==> config.mk <==
export PLATFORM = sky130hd
export DESIGN_NAME = scan_gap_finder_selector_flat
export DESIGN_NICKNAME = d
export VERILOG_FILES = /design/src/rtl/sgfs_pkg.sv /design/src/rtl/sgfs_if.sv /design/src/rtl/sgfs_cfg.sv /design/src/rtl/sgfs_gap_select.sv /design/src/rtl/scan_gap_finder_selector.sv /design/src/flat_wrapper.sv
export VERILOG_INCLUDE_DIRS = /design/src /design/src/rtl
export SDC_FILE = /design/constraint.sdc
export NUM_CORES = 1
export LEC_CHECK = 0
export ABC_AREA = 0
export BUFFER_PORTS_ARGS = -buffer_cell sky130_fd_sc_hd__buf_2
export CAP_MARGIN = 40
export CORE_MARGIN = 2
export CORE_UTILIZATION = 55
export DETAILED_ROUTE_END_ITERATION = 10
export PLACE_DENSITY = 0.75
export SLEW_MARGIN = 20
export SYNTH_ARGS = -nofsm -noshare
export SYNTH_HDL_FRONTEND = slang
export SYNTH_SLANG_ARGS = --single-unit
==> constraint.sdc <==
create_clock -name i_clk -period 10.2 [get_ports i_clk]
set_clock_uncertainty 0.05 [all_clocks]
set_input_delay 0.51 -clock i_clk [delete_from_list [all_inputs] [get_ports i_clk]]
set_output_delay 0.51 -clock i_clk [all_outputs]
set_load 0.05 [all_outputs]
==> src/rtl/assert_macros.svh <==
// ----------------------------------------------------------------------------
// assert_macros.svh
// Concurrent assertion helpers, empty under synthesis.
// ----------------------------------------------------------------------------
`ifndef ASSERT_MACROS_SVH
`define ASSERT_MACROS_SVH
`ifndef SYNTHESIS
// expr holds at every clock edge outside reset
`define SGFS_ASSERT(lbl, clk, rst_n, expr) \
    lbl: assert property (@(posedge clk) disable iff (!rst_n) (expr)) \
        else $error("%m: check failed");
// ante implies cons in the same cycle
`define SGFS_ASSERT_IMP(lbl, clk, rst_n, ante, cons) \
    lbl: assert property (@(posedge clk) disable iff (!rst_n) (ante) |-> (cons)) \
        else $error("%m: check failed");
// ante implies cons in the next cycle
`define SGFS_ASSERT_NEXT(lbl, clk, rst_n, ante, cons) \
    lbl: assert property (@(posedge clk) disable iff (!rst_n) (ante) |=> (cons)) \
        else $error("%m: check failed");
`else
`define SGFS_ASSERT(lbl, clk, rst_n, expr)
`define SGFS_ASSERT_IMP(lbl, clk, rst_n, ante, cons)
`define SGFS_ASSERT_NEXT(lbl, clk, rst_n, ante, cons)
`endif
`endif

==> src/rtl/sgfs_pkg.sv <==
// ----------------------------------------------------------------------------
// sgfs_pkg
// Widths, register codes, run phases and shared types of the gap finder.
// ----------------------------------------------------------------------------
package sgfs_pkg;

    localparam int MAX_SAMPLES = 2048;
    localparam int RANGE_BITS  = 16;

    localparam int IDX_W     = $clog2(MAX_SAMPLES);
    localparam int LEN_W     = IDX_W + 1;
    localparam int RANGE_W   = 16;
    localparam int REF_W     = 13;
    localparam int MINGAP_W  = 12;
    localparam int SCANLEN_W = 12;
    localparam int FHW_W     = 11;
    localparam int RUNLEN_W  = 12;
    localparam int DIST_W    = 13;
    localparam int START_W   = 12;
    localparam int END_W     = 12;
    localparam int PEAK_W    = 11;

    localparam int CFG_IDX_W  = 2;
    localparam int CFG_DATA_W = 16;

    localparam logic [RANGE_W-1:0] RANGE_MASK = RANGE_W'((64'd1 << RANGE_BITS) - 64'd1);

    localparam logic [CFG_IDX_W-1:0] CFG_THRESHOLD = 2'd0;
    localparam logic [CFG_IDX_W-1:0] CFG_MIN_GAP   = 2'd1;
    localparam logic [CFG_IDX_W-1:0] CFG_SCAN_LEN  = 2'd2;
    localparam logic [CFG_IDX_W-1:0] CFG_FWD_HALF  = 2'd3;

    localparam logic [RANGE_W-1:0]   RST_THRESHOLD = 16'd1500;
    localparam logic [MINGAP_W-1:0]  RST_MIN_GAP   = 12'd10;
    localparam logic [SCANLEN_W-1:0] RST_SCAN_LEN  = 12'd1080;
    localparam logic [FHW_W-1:0]     RST_FWD_HALF  = 11'd240;

    localparam logic [1:0] PH_IDLE  = 2'd0;
    localparam logic [1:0] PH_CHECK = 2'd1;
    localparam logic [1:0] PH_GAP   = 2'd2;

    typedef struct packed {
        logic [RANGE_W-1:0]     threshold;
        logic [MINGAP_W-1:0]    min_gap;
        logic [LEN_W-1:0]       len;
        logic [IDX_W-1:0]       last_idx;
        logic [IDX_W-1:0]       ws;
        logic [LEN_W-1:0]       we;
        logic signed [LEN_W:0]  start_lim;
    } t_scan_cfg;

    typedef struct packed {
        logic                     en;
        logic [IDX_W-1:0]         beg;
        logic [LEN_W-1:0]         fin;
        logic [IDX_W-1:0]         peak;
        logic signed [REF_W-1:0]  refi;
    } t_gap_offer;

    typedef struct packed {
        logic             valid;
        logic [IDX_W-1:0] beg;
        logic [LEN_W-1:0] fin;
        logic [IDX_W-1:0] peak;
    } t_gap_sel;

endpackage

==> src/rtl/sgfs_if.sv <==
// ----------------------------------------------------------------------------
// sgfs_if
// Valid/ready channels for range samples and selected gaps.
// ----------------------------------------------------------------------------
interface sgfs_req_if;
    logic                               valid;
    logic                               ready;
    logic [sgfs_pkg::RANGE_W-1:0]       range_mm;
    logic signed [sgfs_pkg::REF_W-1:0]  ref_index;

    modport source (output valid, output range_mm, output ref_index, input ready);
    modport sink   (input valid, input range_mm, input ref_index, output ready);
endinterface

interface sgfs_res_if;
    logic                          valid;
    logic                          ready;
    logic [sgfs_pkg::START_W-1:0]  gap_start;
    logic [sgfs_pkg::END_W-1:0]    gap_end;
    logic [sgfs_pkg::PEAK_W-1:0]   gap_peak;
    logic                          used_fallback;

    modport source (output valid, output gap_start, output gap_end, output gap_peak,
                    output used_fallback, input ready);
    modport sink   (input valid, input gap_start, input gap_end, input gap_peak,
                    input used_fallback, output ready);
endinterface

==> src/rtl/sgfs_cfg.sv <==
// ----------------------------------------------------------------------------
// sgfs_cfg
// Configuration registers and the scan bounds derived from them.
// ----------------------------------------------------------------------------
module sgfs_cfg (
    input  logic                               i_clk,
    input  logic                               i_rst_n,
    input  logic                               i_cfg_we,
    input  logic [sgfs_pkg::CFG_IDX_W-1:0]     i_cfg_idx,
    input  logic [sgfs_pkg::CFG_DATA_W-1:0]    i_cfg_data,
    output sgfs_pkg::t_scan_cfg                o_cfg
);

    localparam int IDX_W = sgfs_pkg::IDX_W;
    localparam int LEN_W = sgfs_pkg::LEN_W;

    logic [sgfs_pkg::RANGE_W-1:0]   r_thr;
    logic [sgfs_pkg::MINGAP_W-1:0]  r_min_gap;
    logic [sgfs_pkg::SCANLEN_W-1:0] r_scan_len;
    logic [sgfs_pkg::FHW_W-1:0]     r_fhw;

    logic [LEN_W-1:0]       w_len;
    logic [IDX_W-1:0]       w_mid;
    logic [LEN_W-1:0]       w_fhw;
    logic [IDX_W-1:0]       w_ws;
    logic [LEN_W:0]         w_we_sum;
    logic [LEN_W-1:0]       w_we;
    sgfs_pkg::t_scan_cfg    n_cfg;
    sgfs_pkg::t_scan_cfg    r_cfg;

    always_ff @(posedge i_clk) begin
        if (!i_rst_n) begin
            r_thr      <= sgfs_pkg::RST_THRESHOLD;
            r_min_gap  <= sgfs_pkg::RST_MIN_GAP;
            r_scan_len <= sgfs_pkg::RST_SCAN_LEN;
            r_fhw      <= sgfs_pkg::RST_FWD_HALF;
        end else if (i_cfg_we) begin
            case (i_cfg_idx)
                sgfs_pkg::CFG_THRESHOLD: begin
                    r_thr <= i_cfg_data[sgfs_pkg::RANGE_W-1:0];
                end
                sgfs_pkg::CFG_MIN_GAP: begin
                    r_min_gap <= i_cfg_data[sgfs_pkg::MINGAP_W-1:0];
                end
                sgfs_pkg::CFG_SCAN_LEN: begin
                    r_scan_len <= i_cfg_data[sgfs_pkg::SCANLEN_W-1:0];
                end
                sgfs_pkg::CFG_FWD_HALF: begin
                    r_fhw <= i_cfg_data[sgfs_pkg::FHW_W-1:0];
                end
                default: begin
                end
            endcase
        end
    end

    // clamp length to [1, MAX_SAMPLES]
    always_comb begin
        if (r_scan_len == '0) begin
            w_len = LEN_W'(1);
        end else if (32'(r_scan_len) > sgfs_pkg::MAX_SAMPLES) begin
            w_len = LEN_W'(sgfs_pkg::MAX_SAMPLES);
        end else begin
            w_len = LEN_W'(r_scan_len);
        end
        w_mid    = IDX_W'(w_len >> 1);
        w_fhw    = LEN_W'(r_fhw);
        w_ws     = (LEN_W'(w_mid) > w_fhw) ? IDX_W'(LEN_W'(w_mid) - w_fhw) : '0;
        w_we_sum = (LEN_W+1)'(w_mid) + (LEN_W+1)'(w_fhw);
        w_we     = (w_we_sum > (LEN_W+1)'(w_len)) ? w_len : LEN_W'(w_we_sum);

        n_cfg.threshold = r_thr;
        n_cfg.min_gap   = r_min_gap;
        n_cfg.len       = w_len;
        n_cfg.last_idx  = IDX_W'(w_len - LEN_W'(1));
        n_cfg.ws        = w_ws;
        n_cfg.we        = w_we;
        n_cfg.start_lim = $signed((LEN_W+1)'(w_len)) - $signed((LEN_W+1)'(r_min_gap));
    end

    always_ff @(posedge i_clk) begin
        r_cfg <= n_cfg;
    end

    assign o_cfg = r_cfg;

endmodule

==> src/rtl/sgfs_gap_select.sv <==
// ----------------------------------------------------------------------------
// sgfs_gap_select
// Keeps the gap nearest the reference index as each gap closes.
// ----------------------------------------------------------------------------
`include "assert_macros.svh"

module sgfs_gap_select (
    input  logic                  i_clk,
    input  logic                  i_rst_n,
    input  logic                  i_step,
    input  logic                  i_clear,
    input  sgfs_pkg::t_gap_offer  i_offer,
    output sgfs_pkg::t_gap_sel    o_sel
);

    localparam int IDX_W  = sgfs_pkg::IDX_W;
    localparam int LEN_W  = sgfs_pkg::LEN_W;
    localparam int DIST_W = sgfs_pkg::DIST_W;
    localparam int SW     = sgfs_pkg::REF_W + 1;

    logic                r_valid;
    logic                r_contains;
    logic [IDX_W-1:0]    r_beg;
    logic [LEN_W-1:0]    r_fin;
    logic [IDX_W-1:0]    r_peak;
    logic [DIST_W-1:0]   r_dist;

    logic signed [SW-1:0] w_b;
    logic signed [SW-1:0] w_f;
    logic signed [SW-1:0] w_r;
    logic [DIST_W-1:0]    w_dist;
    logic                 w_inside;
    logic                 w_take;
    logic                 w_load;

    assign w_b = $signed(SW'(i_offer.beg));
    assign w_f = $signed(SW'(i_offer.fin));
    assign w_r = SW'(i_offer.refi);

    always_comb begin
        w_inside = 1'b0;
        w_dist   = '0;
        if (w_b > w_r) begin
            w_dist = DIST_W'(w_b - w_r);
        end else if (w_f < w_r) begin
            w_dist = DIST_W'(w_r - w_f);
        end else begin
            w_inside = 1'b1;
        end
    end

    // a containing gap is final; otherwise strictly nearer wins
    assign w_take = !r_valid || (!r_contains && (w_inside || (w_dist < r_dist)));
    assign w_load = i_offer.en && w_take;

    always_ff @(posedge i_clk) begin
        if (!i_rst_n) begin
            r_valid    <= 1'b0;
            r_contains <= 1'b0;
        end else if (i_step) begin
            if (i_clear) begin
                r_valid    <= 1'b0;
                r_contains <= 1'b0;
            end else if (w_load) begin
                r_valid    <= 1'b1;
                r_contains <= w_inside;
            end
        end
    end

    always_ff @(posedge i_clk) begin
        if (i_step && w_load) begin
            r_beg  <= i_offer.beg;
            r_fin  <= i_offer.fin;
            r_peak <= i_offer.peak;
            r_dist <= w_dist;
        end
    end

    assign o_sel.valid = r_valid || w_load;
    assign o_sel.beg   = w_load ? i_offer.beg  : r_beg;
    assign o_sel.fin   = w_load ? i_offer.fin  : r_fin;
    assign o_sel.peak  = w_load ? i_offer.peak : r_peak;

    `SGFS_ASSERT_IMP(a_contains_valid, i_clk, i_rst_n, r_contains, r_valid)
    `SGFS_ASSERT_IMP(a_contains_zero, i_clk, i_rst_n, r_contains, r_dist == '0)
    `SGFS_ASSERT_NEXT(a_clear_empty, i_clk, i_rst_n, i_step && i_clear, !r_valid)

endmodule

==> src/rtl/scan_gap_finder_selector.sv <==
// ----------------------------------------------------------------------------
// scan_gap_finder_selector
// Streaming lidar gap search: picks the free gap nearest a reference index.
// ----------------------------------------------------------------------------
// Takes one range sample per clock, sustained, with samples of one scan
// following back to back and the next scan starting right after the last
// sample. Each sample passes an input register and then the state update
// (run tracking, window peak, gap selection); the scan result is written to
// an output register when its last sample leaves the input register and
// sits there while further samples keep flowing; only the last sample
// of the next scan waits for that register to drain. The update loop
// through the run and best-gap state sets this rate. Configuration writes
// take effect for samples accepted from the next cycle on.
// ----------------------------------------------------------------------------
`include "assert_macros.svh"

module scan_gap_finder_selector (
    input  logic                             i_clk,
    input  logic                             i_rst_n,
    sgfs_req_if.sink                         i_req,
    sgfs_res_if.source                       o_res,
    input  logic                             i_cfg_we,
    input  logic [sgfs_pkg::CFG_IDX_W-1:0]   i_cfg_idx,
    input  logic [sgfs_pkg::CFG_DATA_W-1:0]  i_cfg_data
);

    localparam int IDX_W    = sgfs_pkg::IDX_W;
    localparam int LEN_W    = sgfs_pkg::LEN_W;
    localparam int RANGE_W  = sgfs_pkg::RANGE_W;
    localparam int REF_W    = sgfs_pkg::REF_W;
    localparam int RUNLEN_W = sgfs_pkg::RUNLEN_W;

    sgfs_pkg::t_scan_cfg   w_cfg;
    sgfs_pkg::t_gap_offer  w_offer;
    sgfs_pkg::t_gap_sel    w_sel;

    logic                      r_in_valid;
    logic [RANGE_W-1:0]        r_in_range;
    logic signed [REF_W-1:0]   r_in_ref;

    logic [IDX_W-1:0]          r_cnt;
    logic [1:0]                r_phase;
    logic [IDX_W-1:0]          r_rbeg;
    logic [RUNLEN_W-1:0]       r_rlen;
    logic [RANGE_W-1:0]        r_rpv;
    logic [IDX_W-1:0]          r_rpi;
    logic signed [REF_W-1:0]   r_ref;
    logic [RANGE_W-1:0]        r_wpv;
    logic [IDX_W-1:0]          r_wpi;

    logic [1:0]                n_phase;
    logic [IDX_W-1:0]          n_rbeg;
    logic [RUNLEN_W-1:0]       n_rlen;
    logic [RANGE_W-1:0]        n_rpv;
    logic [IDX_W-1:0]          n_rpi;
    logic [RANGE_W-1:0]        n_wpv;
    logic [IDX_W-1:0]          n_wpi;

    logic                        r_out_valid;
    logic [sgfs_pkg::START_W-1:0] r_out_start;
    logic [sgfs_pkg::END_W-1:0]   r_out_end;
    logic [sgfs_pkg::PEAK_W-1:0]  r_out_peak;
    logic                        r_out_fb;

    logic                      w_adv;
    logic [RANGE_W-1:0]        w_range;
    logic [IDX_W-1:0]          w_idx;
    logic                      w_last;
    logic                      w_first;
    logic                      w_free;
    logic                      w_start_ok;
    logic [RUNLEN_W-1:0]       w_rlen_inc;
    logic                      w_close;

    sgfs_cfg u_cfg (
        .i_clk      (i_clk),
        .i_rst_n    (i_rst_n),
        .i_cfg_we   (i_cfg_we),
        .i_cfg_idx  (i_cfg_idx),
        .i_cfg_data (i_cfg_data),
        .o_cfg      (w_cfg)
    );

    // handshake; only the last sample of a scan needs the result register
    assign w_adv       = r_in_valid && (!w_last || !r_out_valid || o_res.ready);
    assign i_req.ready = !r_in_valid || w_adv;

    always_ff @(posedge i_clk) begin
        if (!i_rst_n) begin
            r_in_valid <= 1'b0;
        end else if (i_req.ready) begin
            r_in_valid <= i_req.valid;
        end
    end

    always_ff @(posedge i_clk) begin
        if (i_req.valid && i_req.ready) begin
            r_in_range <= i_req.range_mm;
            r_in_ref   <= i_req.ref_index;
        end
    end

    // per-sample decode
    assign w_range    = r_in_range & sgfs_pkg::RANGE_MASK;
    assign w_idx      = ({1'b0, r_cnt} >= w_cfg.len) ? w_cfg.last_idx : r_cnt;
    assign w_last     = (w_idx == w_cfg.last_idx);
    assign w_first    = (w_idx == '0);
    assign w_free     = (w_range > w_cfg.threshold);
    assign w_start_ok = ($signed({2'b00, w_idx}) < w_cfg.start_lim);
    assign w_rlen_inc = (r_rlen == '1) ? r_rlen : r_rlen + RUNLEN_W'(1);

    // forward window peak
    always_comb begin
        n_wpv = r_wpv;
        n_wpi = r_wpi;
        if (w_idx == w_cfg.ws) begin
            n_wpv = w_range;
            n_wpi = w_idx;
        end else if ((w_idx > w_cfg.ws) && ({1'b0, w_idx} < w_cfg.we)
                     && (w_range > r_wpv)) begin
            n_wpv = w_range;
            n_wpi = w_idx;
        end
    end

    // run tracking
    always_comb begin
        n_phase = r_phase;
        n_rbeg  = r_rbeg;
        n_rlen  = r_rlen;
        n_rpv   = r_rpv;
        n_rpi   = r_rpi;
        w_close = 1'b0;
        case (r_phase)
            sgfs_pkg::PH_IDLE: begin
                if (w_free && w_start_ok) begin
                    n_rbeg  = w_idx;
                    n_rlen  = RUNLEN_W'(1);
                    n_rpv   = w_range;
                    n_rpi   = w_idx;
                    n_phase = (RUNLEN_W'(1) >= w_cfg.min_gap) ? sgfs_pkg::PH_GAP
                                                               : sgfs_pkg::PH_CHECK;
                end
            end
            sgfs_pkg::PH_CHECK, sgfs_pkg::PH_GAP: begin
                if (w_free) begin
                    n_rlen = w_rlen_inc;
                    if (w_range > r_rpv) begin
                        n_rpv = w_range;
                        n_rpi = w_idx;
                    end
                    if ((r_phase == sgfs_pkg::PH_CHECK) && (w_rlen_inc >= w_cfg.min_gap)) begin
                        n_phase = sgfs_pkg::PH_GAP;
                    end
                end else begin
                    w_close = (r_phase == sgfs_pkg::PH_GAP);
                    n_phase = sgfs_pkg::PH_IDLE;
                end
            end
            default: begin
                n_phase = sgfs_pkg::PH_IDLE;
            end
        endcase
    end

    // a run closes on a blocked sample, or at scan end while still a gap
    assign w_offer.en   = w_close || (w_last && (n_phase == sgfs_pkg::PH_GAP));
    assign w_offer.beg  = n_rbeg;
    assign w_offer.fin  = w_close ? LEN_W'(w_idx) : w_cfg.len;
    assign w_offer.peak = n_rpi;
    assign w_offer.refi = w_first ? r_in_ref : r_ref;

    sgfs_gap_select u_sel (
        .i_clk   (i_clk),
        .i_rst_n (i_rst_n),
        .i_step  (w_adv),
        .i_clear (w_last),
        .i_offer (w_offer),
        .o_sel   (w_sel)
    );

    always_ff @(posedge i_clk) begin
        if (!i_rst_n) begin
            r_cnt   <= '0;
            r_phase <= sgfs_pkg::PH_IDLE;
            r_wpv   <= '0;
            r_wpi   <= '0;
        end else if (w_adv) begin
            if (w_last) begin
                r_cnt   <= '0;
                r_phase <= sgfs_pkg::PH_IDLE;
                r_wpv   <= '0;
                r_wpi   <= '0;
            end else begin
                r_cnt   <= w_idx + IDX_W'(1);
                r_phase <= n_phase;
                r_wpv   <= n_wpv;
                r_wpi   <= n_wpi;
            end
        end
    end

    always_ff @(posedge i_clk) begin
        if (w_adv) begin
            r_rbeg <= n_rbeg;
            r_rlen <= n_rlen;
            r_rpv  <= n_rpv;
            r_rpi  <= n_rpi;
            if (w_first) begin
                r_ref <= r_in_ref;
            end
        end
    end

    // result register
    always_ff @(posedge i_clk) begin
        if (!i_rst_n) begin
            r_out_valid <= 1'b0;
        end else if (w_adv && w_last) begin
            r_out_valid <= 1'b1;
        end else if (o_res.ready) begin
            r_out_valid <= 1'b0;
        end
    end

    always_ff @(posedge i_clk) begin
        if (w_adv && w_last) begin
            if (w_sel.valid) begin
                r_out_start <= sgfs_pkg::START_W'(w_sel.beg);
                r_out_end   <= sgfs_pkg::END_W'(w_sel.fin);
                r_out_peak  <= sgfs_pkg::PEAK_W'(w_sel.peak);
                r_out_fb    <= 1'b0;
            end else begin
                r_out_start <= sgfs_pkg::START_W'(w_cfg.ws);
                r_out_end   <= sgfs_pkg::END_W'(w_cfg.we);
                r_out_peak  <= sgfs_pkg::PEAK_W'(n_wpi);
                r_out_fb    <= 1'b1;
            end
        end
    end

    assign o_res.valid         = r_out_valid;
    assign o_res.gap_start     = r_out_start;
    assign o_res.gap_end       = r_out_end;
    assign o_res.gap_peak      = r_out_peak;
    assign o_res.used_fallback = r_out_fb;

    `SGFS_ASSERT_NEXT(a_scan_restart, i_clk, i_rst_n, w_adv && w_last, r_cnt == '0)
    `SGFS_ASSERT_NEXT(a_out_hold, i_clk, i_rst_n, r_out_valid && !o_res.ready, r_out_valid && $stable(r_out_start))
    `SGFS_ASSERT_IMP(a_ready_empty, i_clk, i_rst_n, !r_in_valid, i_req.ready)

endmodule

==> src/flat_wrapper.sv <==
// flat-port wrapper written by rule: the top's interface ports become plain ports
module scan_gap_finder_selector_flat 
  (i_clk, i_rst_n, i_cfg_we, i_cfg_idx, i_cfg_data, i_req_valid, i_req_range_mm, i_req_ref_index, i_req_ready, o_res_valid, o_res_gap_start, o_res_gap_end, o_res_gap_peak, o_res_used_fallback, o_res_ready);
  sgfs_req_if i_req_i ();
  sgfs_res_if o_res_i ();
  input  logic i_clk;
  input  logic i_rst_n;
  input  logic i_cfg_we;
  input  logic [sgfs_pkg::CFG_IDX_W-1:0] i_cfg_idx;
  input  logic [sgfs_pkg::CFG_DATA_W-1:0] i_cfg_data;
  input wire logic [$bits(i_req_i.valid)-1:0] i_req_valid;
  input wire logic [$bits(i_req_i.range_mm)-1:0] i_req_range_mm;
  input wire logic [$bits(i_req_i.ref_index)-1:0] i_req_ref_index;
  output wire logic [$bits(i_req_i.ready)-1:0] i_req_ready;
  output wire logic [$bits(o_res_i.valid)-1:0] o_res_valid;
  output wire logic [$bits(o_res_i.gap_start)-1:0] o_res_gap_start;
  output wire logic [$bits(o_res_i.gap_end)-1:0] o_res_gap_end;
  output wire logic [$bits(o_res_i.gap_peak)-1:0] o_res_gap_peak;
  output wire logic [$bits(o_res_i.used_fallback)-1:0] o_res_used_fallback;
  input wire logic [$bits(o_res_i.ready)-1:0] o_res_ready;
  assign i_req_i.valid = i_req_valid;
  assign i_req_i.range_mm = i_req_range_mm;
  assign i_req_i.ref_index = i_req_ref_index;
  assign i_req_ready = i_req_i.ready;
  assign o_res_valid = o_res_i.valid;
  assign o_res_gap_start = o_res_i.gap_start;
  assign o_res_gap_end = o_res_i.gap_end;
  assign o_res_gap_peak = o_res_i.gap_peak;
  assign o_res_used_fallback = o_res_i.used_fallback;
  assign o_res_i.ready = o_res_ready;
  scan_gap_finder_selector u_core (.i_clk(i_clk), .i_rst_n(i_rst_n), .i_req(i_req_i), .o_res(o_res_i), .i_cfg_we(i_cfg_we), .i_cfg_idx(i_cfg_idx), .i_cfg_data(i_cfg_data));
endmodule
==> key figures <==
Outcome
  • Status: complete, no violations

Min path
  • WHS Endpoint: u_core.r_in_ref[1]$_DFFE_PP_
  • Hold depth: 1
  • Hold Startpoint: i_req_ref_index[1]
  • Worst Hold Class: primary input to flop

STA
  • Setup_tns: 0 ps
  • Final worst setup slack: 643.5 ps
  • Worst slew pin tran: 1012 ps
  • Fin. Hold Viols: 0
  • Min Tclk post-route: 9556 ps
  • RSZ-0062 raised after global routing: false
  • Max Slew Vio Count: 0
  • FMAX: 0.1046 GHz
  • Worst slew margin: 31.83%
  • Tcrit/Tclk final: 93.69%
  • Final setup fails: 0

Clocking
  • CTS Buffer Depth: 3
  • Worst-path clk slew: 60 ps
  • # H-tree levels: 2
  • TritonCTS clock tree: yes
  • CTS Sinks: 356
  • Skew-Pair Late Insertion Delay: 550 ps
  • Total CTS buffers: 39
  • CTS root buffer: clkbuf_16

Finish
  • Diode count: 0
  • Post-layout net count: 2279
  • Share of post-route cells with drive strength above 1: 12.22%
  • Synth-to-layout area growth: 13.21%

Yosys
  • Share of the synthesized area in the top cell type: 27.31%
  • Netlist Area Pre-Place: 19130 µm²
  • Top cells by area, synth: edfxtp_1, dfxtp_1, ha_1
  • Synth area leader: edfxtp_1
  • Mapped Nets: 2159
  • Primary FF master, synth: dfxtp_1
  • Post-synthesis sequential element count: 356
  • Post-synth cell types: 79
  • Post-synthesis cell count: 1912
  • Avg Cell Area, Syn: 10.01 µm²
  • Fraction of registers with async set/reset: 0%
  • Synthesis Warnings: 0
  • Seq/Total Area, Yosys: 46.35%
  • EDFF count, synth: 174

Die
  • Initial core utilization: 55.67%
  • Row cnt: 68
  • Die X: 190.5 µm
  • Ports: 90
  • Core area: 34370 µm²
  • DIE AREA: 36300 µm²
  • Die height: 190.5 µm

Route
  • DR WL/cell: 20.40 µm
  • Via density: 5.794
  • DRC errors left: 0
  • Via count: 14590
  • First-pass iteration count of the detailed router: 5
  • Routed WL: 51.36 mm
  • Antenna Nets Post-Route: 0
  • Iteration-0 DRC count of the detailed router: 1201

Setup path
  • Data arrival, critical path: 9740 ps
  • CP Launch Type: flop
  • Req. time, crit path: 10380 ps
  • Max incr delay on CP: 460 ps
  • Cell count along the critical path: 39
  • Buffers and inverters on the worst path: 5
  • Reg2reg setup slack: 640 ps
  • Crit path max-delay family: compound AO/OA/AOI/OAI gates
  • Worst R2R Path Depth: 39
  • Crit Path Class: flop to flop
  • Worst path slowest cell: a2111o_1
  • Setup crit end kind: flop
  • Crit-path max FO: 25
  • R2r startpoint: u_core.r_cnt[0]$_SDFFE_PN0P_
  • Worst reg2reg endpoint: u_core.u_sel.r_fin[1]$_DFFE_PP_

Placed design
  • Worst slack, placed: 140.9 ps
  • Port bufs: 88
  • Detailed Place HPWL: 39.01 mm
  • Gp weighted congestion: 0.9392

Global routing
  • First-pass GRT wire length: 79.85 mm
  • GR Overflow Total: 0
  • Antenna violations before repair: 1
  • GRT Overall Usage: 28.50%
  • Largest net degree at the start of global routing: 51
  • Vias in the first global route: 14320

Job
  • Max-cap violations: 0

Power
  • Leakage power: 0.009369 µW
  • Final total power: 3829 µW
  • Worst VDD drop: 125.0 µV
  • PD cells: 176.8 nW/µm²
final cells by class:
class | instances | area (µm²)
clock buffer | 53 | 1111
clock inverter | 19 | 212.7
inverter | 219 | 822.0
sequential | 356 | 8869
fill | 2853 | 12710
timing repair buffer | 133 | 835.8
multi-input combinational | 1283 | 9243
tap | 455 | 569.3
state kept, by name, summed over array words and instances (netlist names), 13 cells and up:
| name | flops |
|---|---|
| u_core.u_sel.r_dist | 13 |
| u_core.r_rpv | 16 |
| u_core.r_wpv | 16 |
| u_core.r_in_range | 16 |
| u_core.u_cfg.r_thr | 16 |
| u_core.r_in_ref | 13 |
| u_core.r_ref | 13 |
| u_core.u_cfg.o_cfg | 87 |
worst max path at each step:
stage	startpoint	to	slack, ps
3_3_place_gp	u_core.r_cnt[0]$_SDFFE_PN0P_	u_core.u_sel.r_fin[3]$_DFFE_PP_	340
6_report	u_core.r_cnt[0]$_SDFFE_PN0P_	u_core.u_sel.r_fin[1]$_DFFE_PP_	640
4_1_cts	u_core.r_cnt[0]$_SDFFE_PN0P_	u_core.u_sel.r_fin[1]$_DFFE_PP_	100
5_1_grt	u_core.r_cnt[0]$_SDFFE_PN0P_	u_core.u_sel.r_dist[11]$_DFFE_PP_	1
2_1_floorplan	u_core.r_cnt[0]$_SDFFE_PN0P_	u_core.u_sel.r_beg[0]$_DFFE_PP_	20
3_5_place_dp	u_core.r_cnt[0]$_SDFFE_PN0P_	u_core.u_sel.r_peak[1]$_DFFE_PP_	140
layer usage:
metal	GRT usage, %	share of wire (%)	routed length, µm
met2	45.40	45	23050
met3	4.177	7.2	3707
met1	39.65	44	22790
met4	10.23	3.5	1800
met5	0	0.019	10
placed cells by master, fill, tap and decap left out, types with 9 or more instances in the layout:
master     instances
buf_2             88
nand2_1          195
a22o_1            13
mux2_2            32
edfxtp_1         174
nand3_1           43
a221o_1           21
a22oi_1           41
nor3_1            24
o211ai_1          11
o21bai_1          15
xnor2_1           57
nor2_1           106
xor2_1            15
ha_1             190
a21boi_0          43
nor4_1             9
dfxtp_1          182
a21o_1            36
o21a_1            12
buf_4             41
nor2b_1           64
inv_1            217
mux2i_1           20
clkbuf_16         41
and2_1            22
a21oi_1           86
and3_1            12
nand2b_1          16
o21ai_1           15
nand4_1           34
o21ai_0           55
cell families (layout without fill, tap and decap cells):
logic type,count (synthesis),after routing,share of synthesized area (%)
xor gates and xnor gates,72,72,3.296
and+or+nand+nor,559,559,14.10
AOI/OAI and AO/OA,398,398,14.41
other,1,1,0.01960
adders and majority gates,198,198,13.10
buffers and inverters,273,424,5.617
muxes,55,55,3.099
DFF,356,356,46.35
stage by stage:
| step | hold WS (ps) | util [%] | instances | cell area (µm²) |
|---|---|---|---|---|
| final | 96.21 | 63.02 | 2518 | 21660 |
| after global routing | 92.45 | 63.02 | 2518 | 21660 |
| after CTS | 82.23 | 62.95 | 2518 | 21640 |
| after detailed placement | 285.5 | 59.10 | 2446 | 20310 |
| after global placement | 285.3 | 58.90 | 2441 | 20240 |
| after floorplan | 280.6 | - | 1912 | 19140 |
repair_timing:
| action | CTS | global route |
|---|---|---|
| endpoints found under the setup margin | 0 | 83 |
| gates resized for setup | 0 | 8 |
| buffers inserted | 0 | 0 |
| hold buffers | 0 | 0 |
report_power, final:
group | switching (µW) | leakage (µW) | internal, µW
Clock | 581 | 0.000652 | 870
Sequential | 49.2 | 0.00311 | 1600
Combinational | 444 | 0.00560 | 287
synth_stat cells (22+ instances only):
cell and instances:
inv_1 217, nand2_1 196, ha_1 190, dfxtp_1 182
edfxtp_1 174, nor2_1 107, a21oi_1 87, nor2b_1 64
xnor2_1 57, o21ai_0 56, clkbuf_1 46, nand3_1 44
a21boi_0 43, a22oi_1 41, a21o_1 36, mux2_2 34
nand4_1 34, nor3_1 24, and2_1 22
Note: power is estimated with default switching activity, not from simulation.
